--- config.mk ---
export PLATFORM = sky130hd
export DESIGN_NAME = palette_gradient_sampler
export DESIGN_NICKNAME = d
export VERILOG_FILES = /design/src/design/pgs_pkg.sv /design/src/design/palette_gradient_sampler.sv /design/src/design/pgs_select.sv /design/src/design/pgs_divider.sv /design/src/design/pgs_blend.sv
export VERILOG_INCLUDE_DIRS = /design/src /design/src/design
export SDC_FILE = /design/constraint.sdc
export NUM_CORES = 2
export LEC_CHECK = 0
export BUFFER_PORTS_ARGS = -buffer_cell sky130_fd_sc_hd__buf_2
export CAP_MARGIN = 20
export CORE_MARGIN = 3
export CORE_UTILIZATION = 50
export DETAILED_ROUTE_END_ITERATION = 8
export GPL_TIMING_DRIVEN = 0
export MAX_ROUTING_LAYER = met4
export PLACE_DENSITY_LB_ADDON = 0.15
export SLEW_MARGIN = 15
export SYNTH_ARGS = -nofsm -noshare
export SYNTH_HDL_FRONTEND = slang
export SYNTH_HIERARCHICAL = 1
export SYNTH_SLANG_ARGS = --single-unit
--- constraint.sdc ---
create_clock -name clk -period 39.7 [get_ports clk]
set_input_delay 3.97 -clock clk [delete_from_list [all_inputs] [get_ports clk]]
set_output_delay 3.97 -clock clk [all_outputs]
set_load 0.02 [all_outputs]
--- src/design/palette_gradient_sampler_assert.svh ---
// Assertion macros for the palette gradient sampler RTL.
`ifndef PALETTE_GRADIENT_SAMPLER_ASSERT_SVH
`define PALETTE_GRADIENT_SAMPLER_ASSERT_SVH

// Condition must hold at every clock edge outside reset.
`define PGS_ASSERT_ALWAYS(label, cond, msg) \
	label: assert property (@(posedge clk) disable iff (!arst_n) (cond)) else $error(msg);

// Consequent must hold in the cycle after the antecedent.
`define PGS_ASSERT_NEXT(label, ante, cons, msg) \
	label: assert property (@(posedge clk) disable iff (!arst_n) (ante) |=> (cons)) \
		else $error(msg);

`endif

--- src/design/pgs_pkg.sv ---
// Types, constants and helper functions for the palette gradient sampler.
package pgs_pkg;

	localparam int COUNT_W = 3;
	localparam int WORD_W  = 32;
	localparam int CFG_IDX_W = 3;

	// Register index of the stop count; stop words follow from index 1.
	localparam logic [CFG_IDX_W-1:0] REG_STOP_COUNT = 3'd0;
	localparam logic [CFG_IDX_W-1:0] REG_STOP_WORD_0 = 3'd1;

	localparam logic [7:0]  FULL_SCALE = 8'd255;
	// ceil(2^23 / 255): exact x/255 for any 16-bit x via (x*RECIP_255) >> 23
	localparam logic [15:0] RECIP_255 = 16'h8081;

	typedef struct packed {
		logic [7:0] red;
		logic [7:0] green;
		logic [7:0] blue;
	} rgb_t;

	// Stop pair chosen for one position
	typedef struct packed {
		rgb_t       left;
		rgb_t       right;
		logic [7:0] delta;
		logic [7:0] span;
	} sel_t;

	// Division state carried through the divider stages
	typedef struct packed {
		rgb_t       left;
		rgb_t       right;
		logic [7:0] divisor;
		logic [7:0] rem;
		logic [7:0] low;
		logic [7:0] quot;
	} divw_t;

	// One restoring division step: brings in the next dividend bit
	function automatic divw_t pgs_div_step(input divw_t x);
		divw_t      y;
		logic [8:0] trial;
		logic       qbit;
		y = x;
		trial = {x.rem, x.low[7]};
		qbit = (trial >= {1'b0, x.divisor});
		if (qbit) begin
			y.rem = 8'(trial - {1'b0, x.divisor});
		end else begin
			y.rem = trial[7:0];
		end
		y.low = {x.low[6:0], 1'b0};
		y.quot = {x.quot[6:0], qbit};
		return y;
	endfunction

endpackage

--- src/design/palette_gradient_sampler.sv ---
// Palette gradient sampler: one RGB beat out for each position beat in.
// Stages in order: stop select, four divider stages, weighting, scaling.
// Throughput one beat per cycle; the whole pipe holds while the output stalls.
// Reset clears stop count, stop words and all stage valid bits; data regs are not reset.
`include "palette_gradient_sampler_assert.svh"
module palette_gradient_sampler import pgs_pkg::*; #(
	parameter int MAX_STOPS = 7
) (
	input  logic                 clk,
	input  logic                 arst_n,
	input  logic                 s_tvalid,
	output logic                 s_tready,
	input  logic [7:0]           s_tdata,   // [7:0] position
	output logic                 m_tvalid,
	input  logic                 m_tready,
	output logic [23:0]          m_tdata,   // [7:0] red_out, [15:8] green_out, [23:16] blue_out
	input  logic                 cfg_valid,
	output logic                 cfg_ready,
	input  logic [CFG_IDX_W-1:0] cfg_index,
	input  logic [WORD_W-1:0]    cfg_data
);

	logic [COUNT_W-1:0] n_stops_q;
	logic [WORD_W-1:0]  stop_word_q [MAX_STOPS];
	logic               en;
	logic               sel_valid;
	sel_t               sel;
	logic               div_valid;
	divw_t              div;
	rgb_t               rgb;

	// Pipeline advances unless the output beat is held
	assign en = !m_tvalid || m_tready;
	assign s_tready = en;
	assign cfg_ready = 1'b1;

	// Configuration registers; count saturates at the stop capacity
	always_ff @(posedge clk or negedge arst_n) begin
		if (!arst_n) begin
			n_stops_q <= '0;
			for (int i = 0; i < MAX_STOPS; i++) begin
				stop_word_q[i] <= '0;
			end
		end else if (cfg_valid) begin
			if (cfg_index == REG_STOP_COUNT) begin
				if (cfg_data[COUNT_W-1:0] > COUNT_W'(MAX_STOPS)) begin
					n_stops_q <= COUNT_W'(MAX_STOPS);
				end else begin
					n_stops_q <= cfg_data[COUNT_W-1:0];
				end
			end
			for (int i = 0; i < MAX_STOPS; i++) begin
				if (cfg_index == REG_STOP_WORD_0 + CFG_IDX_W'(i)) begin
					stop_word_q[i] <= cfg_data;
				end
			end
		end
	end

	pgs_select #(
		.MAX_STOPS(MAX_STOPS)
	) u_select (
		.clk       (clk),
		.arst_n    (arst_n),
		.en        (en),
		.in_valid  (s_tvalid),
		.pos       (s_tdata),
		.n_stops   (n_stops_q),
		.stop_words(stop_word_q),
		.valid_s1  (sel_valid),
		.sel_s1    (sel)
	);

	pgs_divider u_divider (
		.clk     (clk),
		.arst_n  (arst_n),
		.en      (en),
		.in_valid(sel_valid),
		.in_sel  (sel),
		.valid_s5(div_valid),
		.div_s5  (div)
	);

	pgs_blend u_blend (
		.clk     (clk),
		.arst_n  (arst_n),
		.en      (en),
		.in_valid(div_valid),
		.in_div  (div),
		.valid_s7(m_tvalid),
		.rgb_s7  (rgb)
	);

	assign m_tdata = {rgb.blue, rgb.green, rgb.red};

	// Checks
	`PGS_ASSERT_ALWAYS(a_count_sat, n_stops_q <= COUNT_W'(MAX_STOPS), "stop count above capacity")
	`PGS_ASSERT_ALWAYS(a_span_nonzero, !sel_valid || sel.span != 8'd0, "zero divisor in stage 1")
	`PGS_ASSERT_NEXT(a_accept_s1, s_tvalid && s_tready, sel_valid, "accepted beat lost at stage 1")

endmodule

--- src/design/pgs_select.sv ---
// Stage 1: picks the bracketing stops and forms distance and span.
module pgs_select import pgs_pkg::*; #(
	parameter int MAX_STOPS = 7
) (
	input  logic               clk,
	input  logic               arst_n,
	input  logic               en,
	input  logic               in_valid,
	input  logic [7:0]         pos,
	input  logic [COUNT_W-1:0] n_stops,
	input  logic [WORD_W-1:0]  stop_words [MAX_STOPS],
	output logic               valid_s1,
	output sel_t               sel_s1
);

	sel_t sel_d;

	// Scan for the first stop from 1 upward whose position is at or above pos
	always_comb begin
		logic [WORD_W-1:0] first_w;
		logic [WORD_W-1:0] last_w;
		logic [WORD_W-1:0] lw;
		logic [WORD_W-1:0] rw;
		first_w = stop_words[0];
		last_w = first_w;
		lw = first_w;
		rw = first_w;
		for (int k = 0; k < MAX_STOPS; k++) begin
			if (COUNT_W'(k + 1) == n_stops) begin
				last_w = stop_words[k];
			end
		end
		// descending so the lowest matching stop wins
		for (int k = MAX_STOPS - 1; k >= 1; k--) begin
			if (COUNT_W'(k) < n_stops && pos <= stop_words[k][31:24]) begin
				lw = stop_words[k-1];
				rw = stop_words[k];
			end
		end
		// direct colours pass as left with zero progress
		sel_d.left = '0;
		sel_d.right = '0;
		sel_d.delta = 8'd0;
		sel_d.span = 8'd1;
		if (n_stops == COUNT_W'(0)) begin
			sel_d.left = '0;
		end else if (n_stops == COUNT_W'(1) || pos <= first_w[31:24]) begin
			sel_d.left = rgb_t'(first_w[23:0]);
		end else if (pos >= last_w[31:24]) begin
			sel_d.left = rgb_t'(last_w[23:0]);
		end else begin
			sel_d.left = rgb_t'(lw[23:0]);
			sel_d.right = rgb_t'(rw[23:0]);
			sel_d.delta = pos - lw[31:24];
			sel_d.span = rw[31:24] - lw[31:24];
		end
	end

	always_ff @(posedge clk or negedge arst_n) begin
		if (!arst_n) begin
			valid_s1 <= 1'b0;
		end else if (en) begin
			valid_s1 <= in_valid;
		end
	end

	always_ff @(posedge clk) begin
		if (en) begin
			sel_s1 <= sel_d;
		end
	end

endmodule

--- src/design/pgs_divider.sv ---
// Stages 2 to 5: progress = delta*255/span, two quotient bits per stage.
module pgs_divider import pgs_pkg::*; (
	input  logic  clk,
	input  logic  arst_n,
	input  logic  en,
	input  logic  in_valid,
	input  sel_t  in_sel,
	output logic  valid_s5,
	output divw_t div_s5
);

	logic [15:0] dividend;
	divw_t       init;
	logic        valid_s2, valid_s3, valid_s4;
	divw_t       div_s2, div_s3, div_s4;

	// delta*255 < span*256, so the top byte is already below the divisor
	always_comb begin
		dividend = {in_sel.delta, 8'd0} - {8'd0, in_sel.delta};
		init.left = in_sel.left;
		init.right = in_sel.right;
		init.divisor = in_sel.span;
		init.rem = dividend[15:8];
		init.low = dividend[7:0];
		init.quot = 8'd0;
	end

	always_ff @(posedge clk or negedge arst_n) begin
		if (!arst_n) begin
			valid_s2 <= 1'b0;
			valid_s3 <= 1'b0;
			valid_s4 <= 1'b0;
			valid_s5 <= 1'b0;
		end else if (en) begin
			valid_s2 <= in_valid;
			valid_s3 <= valid_s2;
			valid_s4 <= valid_s3;
			valid_s5 <= valid_s4;
		end
	end

	always_ff @(posedge clk) begin
		if (en) begin
			div_s2 <= pgs_div_step(pgs_div_step(init));
			div_s3 <= pgs_div_step(pgs_div_step(div_s2));
			div_s4 <= pgs_div_step(pgs_div_step(div_s3));
			div_s5 <= pgs_div_step(pgs_div_step(div_s4));
		end
	end

endmodule

--- src/design/pgs_blend.sv ---
// Stages 6 and 7: weight both colours by progress and divide by 255.
module pgs_blend import pgs_pkg::*; (
	input  logic  clk,
	input  logic  arst_n,
	input  logic  en,
	input  logic  in_valid,
	input  divw_t in_div,
	output logic  valid_s7,
	output rgb_t  rgb_s7
);

	logic [7:0]  l_ch [3];
	logic [7:0]  r_ch [3];
	logic [7:0]  inv_p;
	logic        valid_s6;
	logic [15:0] prod_l_s6 [3];
	logic [15:0] prod_r_s6 [3];
	logic [15:0] sum [3];
	logic [31:0] scaled [3];
	rgb_t        rgb_d;

	always_comb begin
		l_ch[0] = in_div.left.red;
		l_ch[1] = in_div.left.green;
		l_ch[2] = in_div.left.blue;
		r_ch[0] = in_div.right.red;
		r_ch[1] = in_div.right.green;
		r_ch[2] = in_div.right.blue;
		inv_p = FULL_SCALE - in_div.quot;
	end

	// Sum stays at or below 255*255; reciprocal multiply gives exact /255
	always_comb begin
		for (int c = 0; c < 3; c++) begin
			sum[c] = prod_l_s6[c] + prod_r_s6[c];
			scaled[c] = 32'(sum[c]) * 32'(RECIP_255);
		end
		rgb_d.red = scaled[0][30:23];
		rgb_d.green = scaled[1][30:23];
		rgb_d.blue = scaled[2][30:23];
	end

	always_ff @(posedge clk or negedge arst_n) begin
		if (!arst_n) begin
			valid_s6 <= 1'b0;
			valid_s7 <= 1'b0;
		end else if (en) begin
			valid_s6 <= in_valid;
			valid_s7 <= valid_s6;
		end
	end

	always_ff @(posedge clk) begin
		if (en) begin
			for (int c = 0; c < 3; c++) begin
				prod_l_s6[c] <= 16'(l_ch[c]) * 16'(inv_p);
				prod_r_s6[c] <= 16'(r_ch[c]) * 16'(in_div.quot);
			end
			rgb_s7 <= rgb_d;
		end
	end

endmodule
==> reports/qor.yml <==
synth:
  synth_cells: 4986
  synth_warnings: 6
  syn_nets: 5810
  avgSynthCellArea_um2: 10.6
  netlist_area_um2: 53000
critical_path:
  r2r_cells: 21
  start_kind: "input port"
  critical_path_class: "input port to register"
  reg2reg_from: "n_stops_q[2]$_DFFE_PN0P_"
  critPathBufInv: 7
  critPathTopFamily: "buffers and inverters"
  r2r-end: "u_select/sel_s1[40]$_SDFFCE_PP0P_"
  critPathArrivalTime_ns: 9.62
  endpoint_kind: "register"
  cp_slowest_cell: "clkbuf_1"
  crit_path_max_fanout: 10
  cpPeakStageDelay_ns: 0.70
  cp_cell_sequence: "buf_2, inv_1, ha_1, and4b_1, a211oi_1, o211ai_1, a21boi_1, buf_2, buf_2, clkbuf_1, clkbuf_1, a211oi_1, a211oi_1, o311ai_0, o21ai_0, ha_1, inv_1, ha_1, or2_2, a221oi_1, nor3_1, a31oi_1, xor2_1, nor2_1"
  r2r_slack_ns: 32.19
  required_ns: 40.09
global_route:
  grt_pass1_vias: 37600
  grt_max_degree: 97
  met1_usage_pct: 32.7
  antenna_found_initial: 3
  grt_use_met2_pct: 41.3
  gr-usage-met3_pct: 3.43
  grt_overflow: 0
  grt.total_usage_pct: 25.5
  grt_pass1_wl_um: 215000
  grt_most_used_layer: "met2"
cells_and_area:
  multi_input_comb_area_um2: 30600
  seq_area_um2: 19500
  n_fill_cell: 9186
  drive_gt1_share_pct: 11.0
  synthToLayoutAreaGrowth_pct: 9.51
  nNetsFinal: 5969
  final_util_pct: 55.6
clocking:
  cts_tree: "built"
  clock-root-buffer: "clkbuf_16"
  h-tree-depth: 3
  cts.reportedPaths.clkPinSlew_ns: 0.06
  postCtsSetupBuffers: 0
  cts_resized: 0
  cts_num_sinks: 690
  cts_hold_buffers: 0
  cts_buffers: 78
  cts.path.max_buffers: 3
  clk_latency_ns: 0.68
floorplan:
  num_io_pins: 75
  core_area_um2: 104000
  die_x_um: 331
  dieArea_um2: 110000
  placementRows: 118
  start_util_pct: 50.8
  die_y_um: 331
sta:
  fin_crit_ns: 9.23
  rsz0062_at_grt: "false"
  slew_viol_final: 0
  skew_ns: 0.0494
  finalCritPeriodShare_pct: 23.3
  hold_violations: 0
  setup_viol: 0
  max_freq_mhz: 108
  fin_tns_setup_ns: 0
  slew_headroom_pct: 32.1
  tightestPinTransition_ns: 1.01
routing:
  wl_per_cell_um: 20.9
  avgViaCountPerCell: 5.76
  drt_iter0_drc: 2949
  totalWireLength_um: 138000
  drc_errors: 0
  via_count: 38000
  antenna_left: 0
  first_pass_iters: 6
placement:
  port_buffers: 69
  dp_hpwl_um: 105000
  gp_congestion: 0.976
min_path:
  min_to: "u_divider/div_s5[2]$_DFFE_PP_"
  hold_path_depth: 0
  worstHoldStart: "u_divider/div_s4[0]$_DFFE_PP_"
  hold_class: "register to register"
outcome:
  status: "finished, final reports clean"
run:
  maxCapViolCount: 0
[worst register-to-register path, delay by kind of cell, from the launching register on]
kind / cells / cell delay [ns]
buf+inv: 5 / 2.74
fa+ha+maj: 1 / 0.23
compound gates: 10 / 2.56
simple gates: 5 / 1.16
flops: 1 / 0.51
[how the worst max path moves through the flow]
| stage | startpoint | slack, ns | cells after the start | to |
|---|---|---|---|---|
| finish | s_tdata[0] | 30.47 | 24 | u_select/sel_s1[6]$_SDFFCE_PP0P_ |
| global route | s_tdata[0] | 30.11 | 24 | u_select/sel_s1[14]$_SDFFCE_PP0P_ |
| CTS | m_tready | 30.50 | 4 | s_tready |
| detailed placement | s_tdata[0] | 29.88 | 24 | u_select/sel_s1[14]$_SDFFCE_PP0P_ |
| global placement | m_tready | 14.96 | 3 | s_tready |
| floorplan | m_tready | 20.59 | 1 | s_tready |
[per-stage QoR]
stage	cell area, um2	instances	setup slack (ns)	hold WS (ns)
6_report	58000	6590	30.47	0.413
5_1_grt	58000	6590	30.11	0.414
4_1_cts	58000	6587	30.50	0.410
3_5_place_dp	55300	6445	29.88	0.405
3_3_place_gp	55000	6435	14.96	0.401
2_1_floorplan	53000	4986	20.59	0.400
[per-layer routing]
metal | up-vias | wire, um
met5 | - | 0
met4 | 0 | 6080
met3 | 368 | 7560
met2 | 1229 | 64700
met1 | 18400 | 59600
li1 | 18000 | -
[area by class of cell]
cell class	instances	share of cell area (%)
multi-input combinational	3587	52.7
antenna	3	0.0129
tap	1380	2.98
clock buffer	93	3.55
clock inverter	49	1.07
buffer	217	1.73
timing repair buffer	79	1.06
sequential	690	33.7
inverter	492	3.18
[sequential cells by signal (all words and copies together), names as in the netlist, 3 cells and up]
name and cells:
stop_word_q 224, u_divider/div_s2 72, u_divider/div_s3 72, u_divider/div_s4 72, u_select/sel_s1 64, u_divider/div_s5 56
u_blend/prod_l_s6 48, u_blend/prod_r_s6 48, u_blend/rgb_s7 24, n_stops_q 3
[layout by cell type, fill, tap and decap left out, types with 61 or more instances in the layout]
cell type,count
mux2i_1,84
o211ai_1,61
clkbuf_1,167
fa_1,226
mux2_2,156
mux2_4,96
nand2b_1,117
clkbuf_16,78
dfrtp_1,234
nor2b_1,147
and2_1,144
ha_1,550
nor3_1,123
edfxtp_1,456
nor2_1,383
o21ai_0,134
inv_1,490
nand2_1,220
a21oi_1,209
xnor2_1,151
buf_2,89
a211oi_1,182
Power is left out: the tool's default activity adds up to more than one toggle a clock period on the data nets, which glitch-free logic cannot reach.
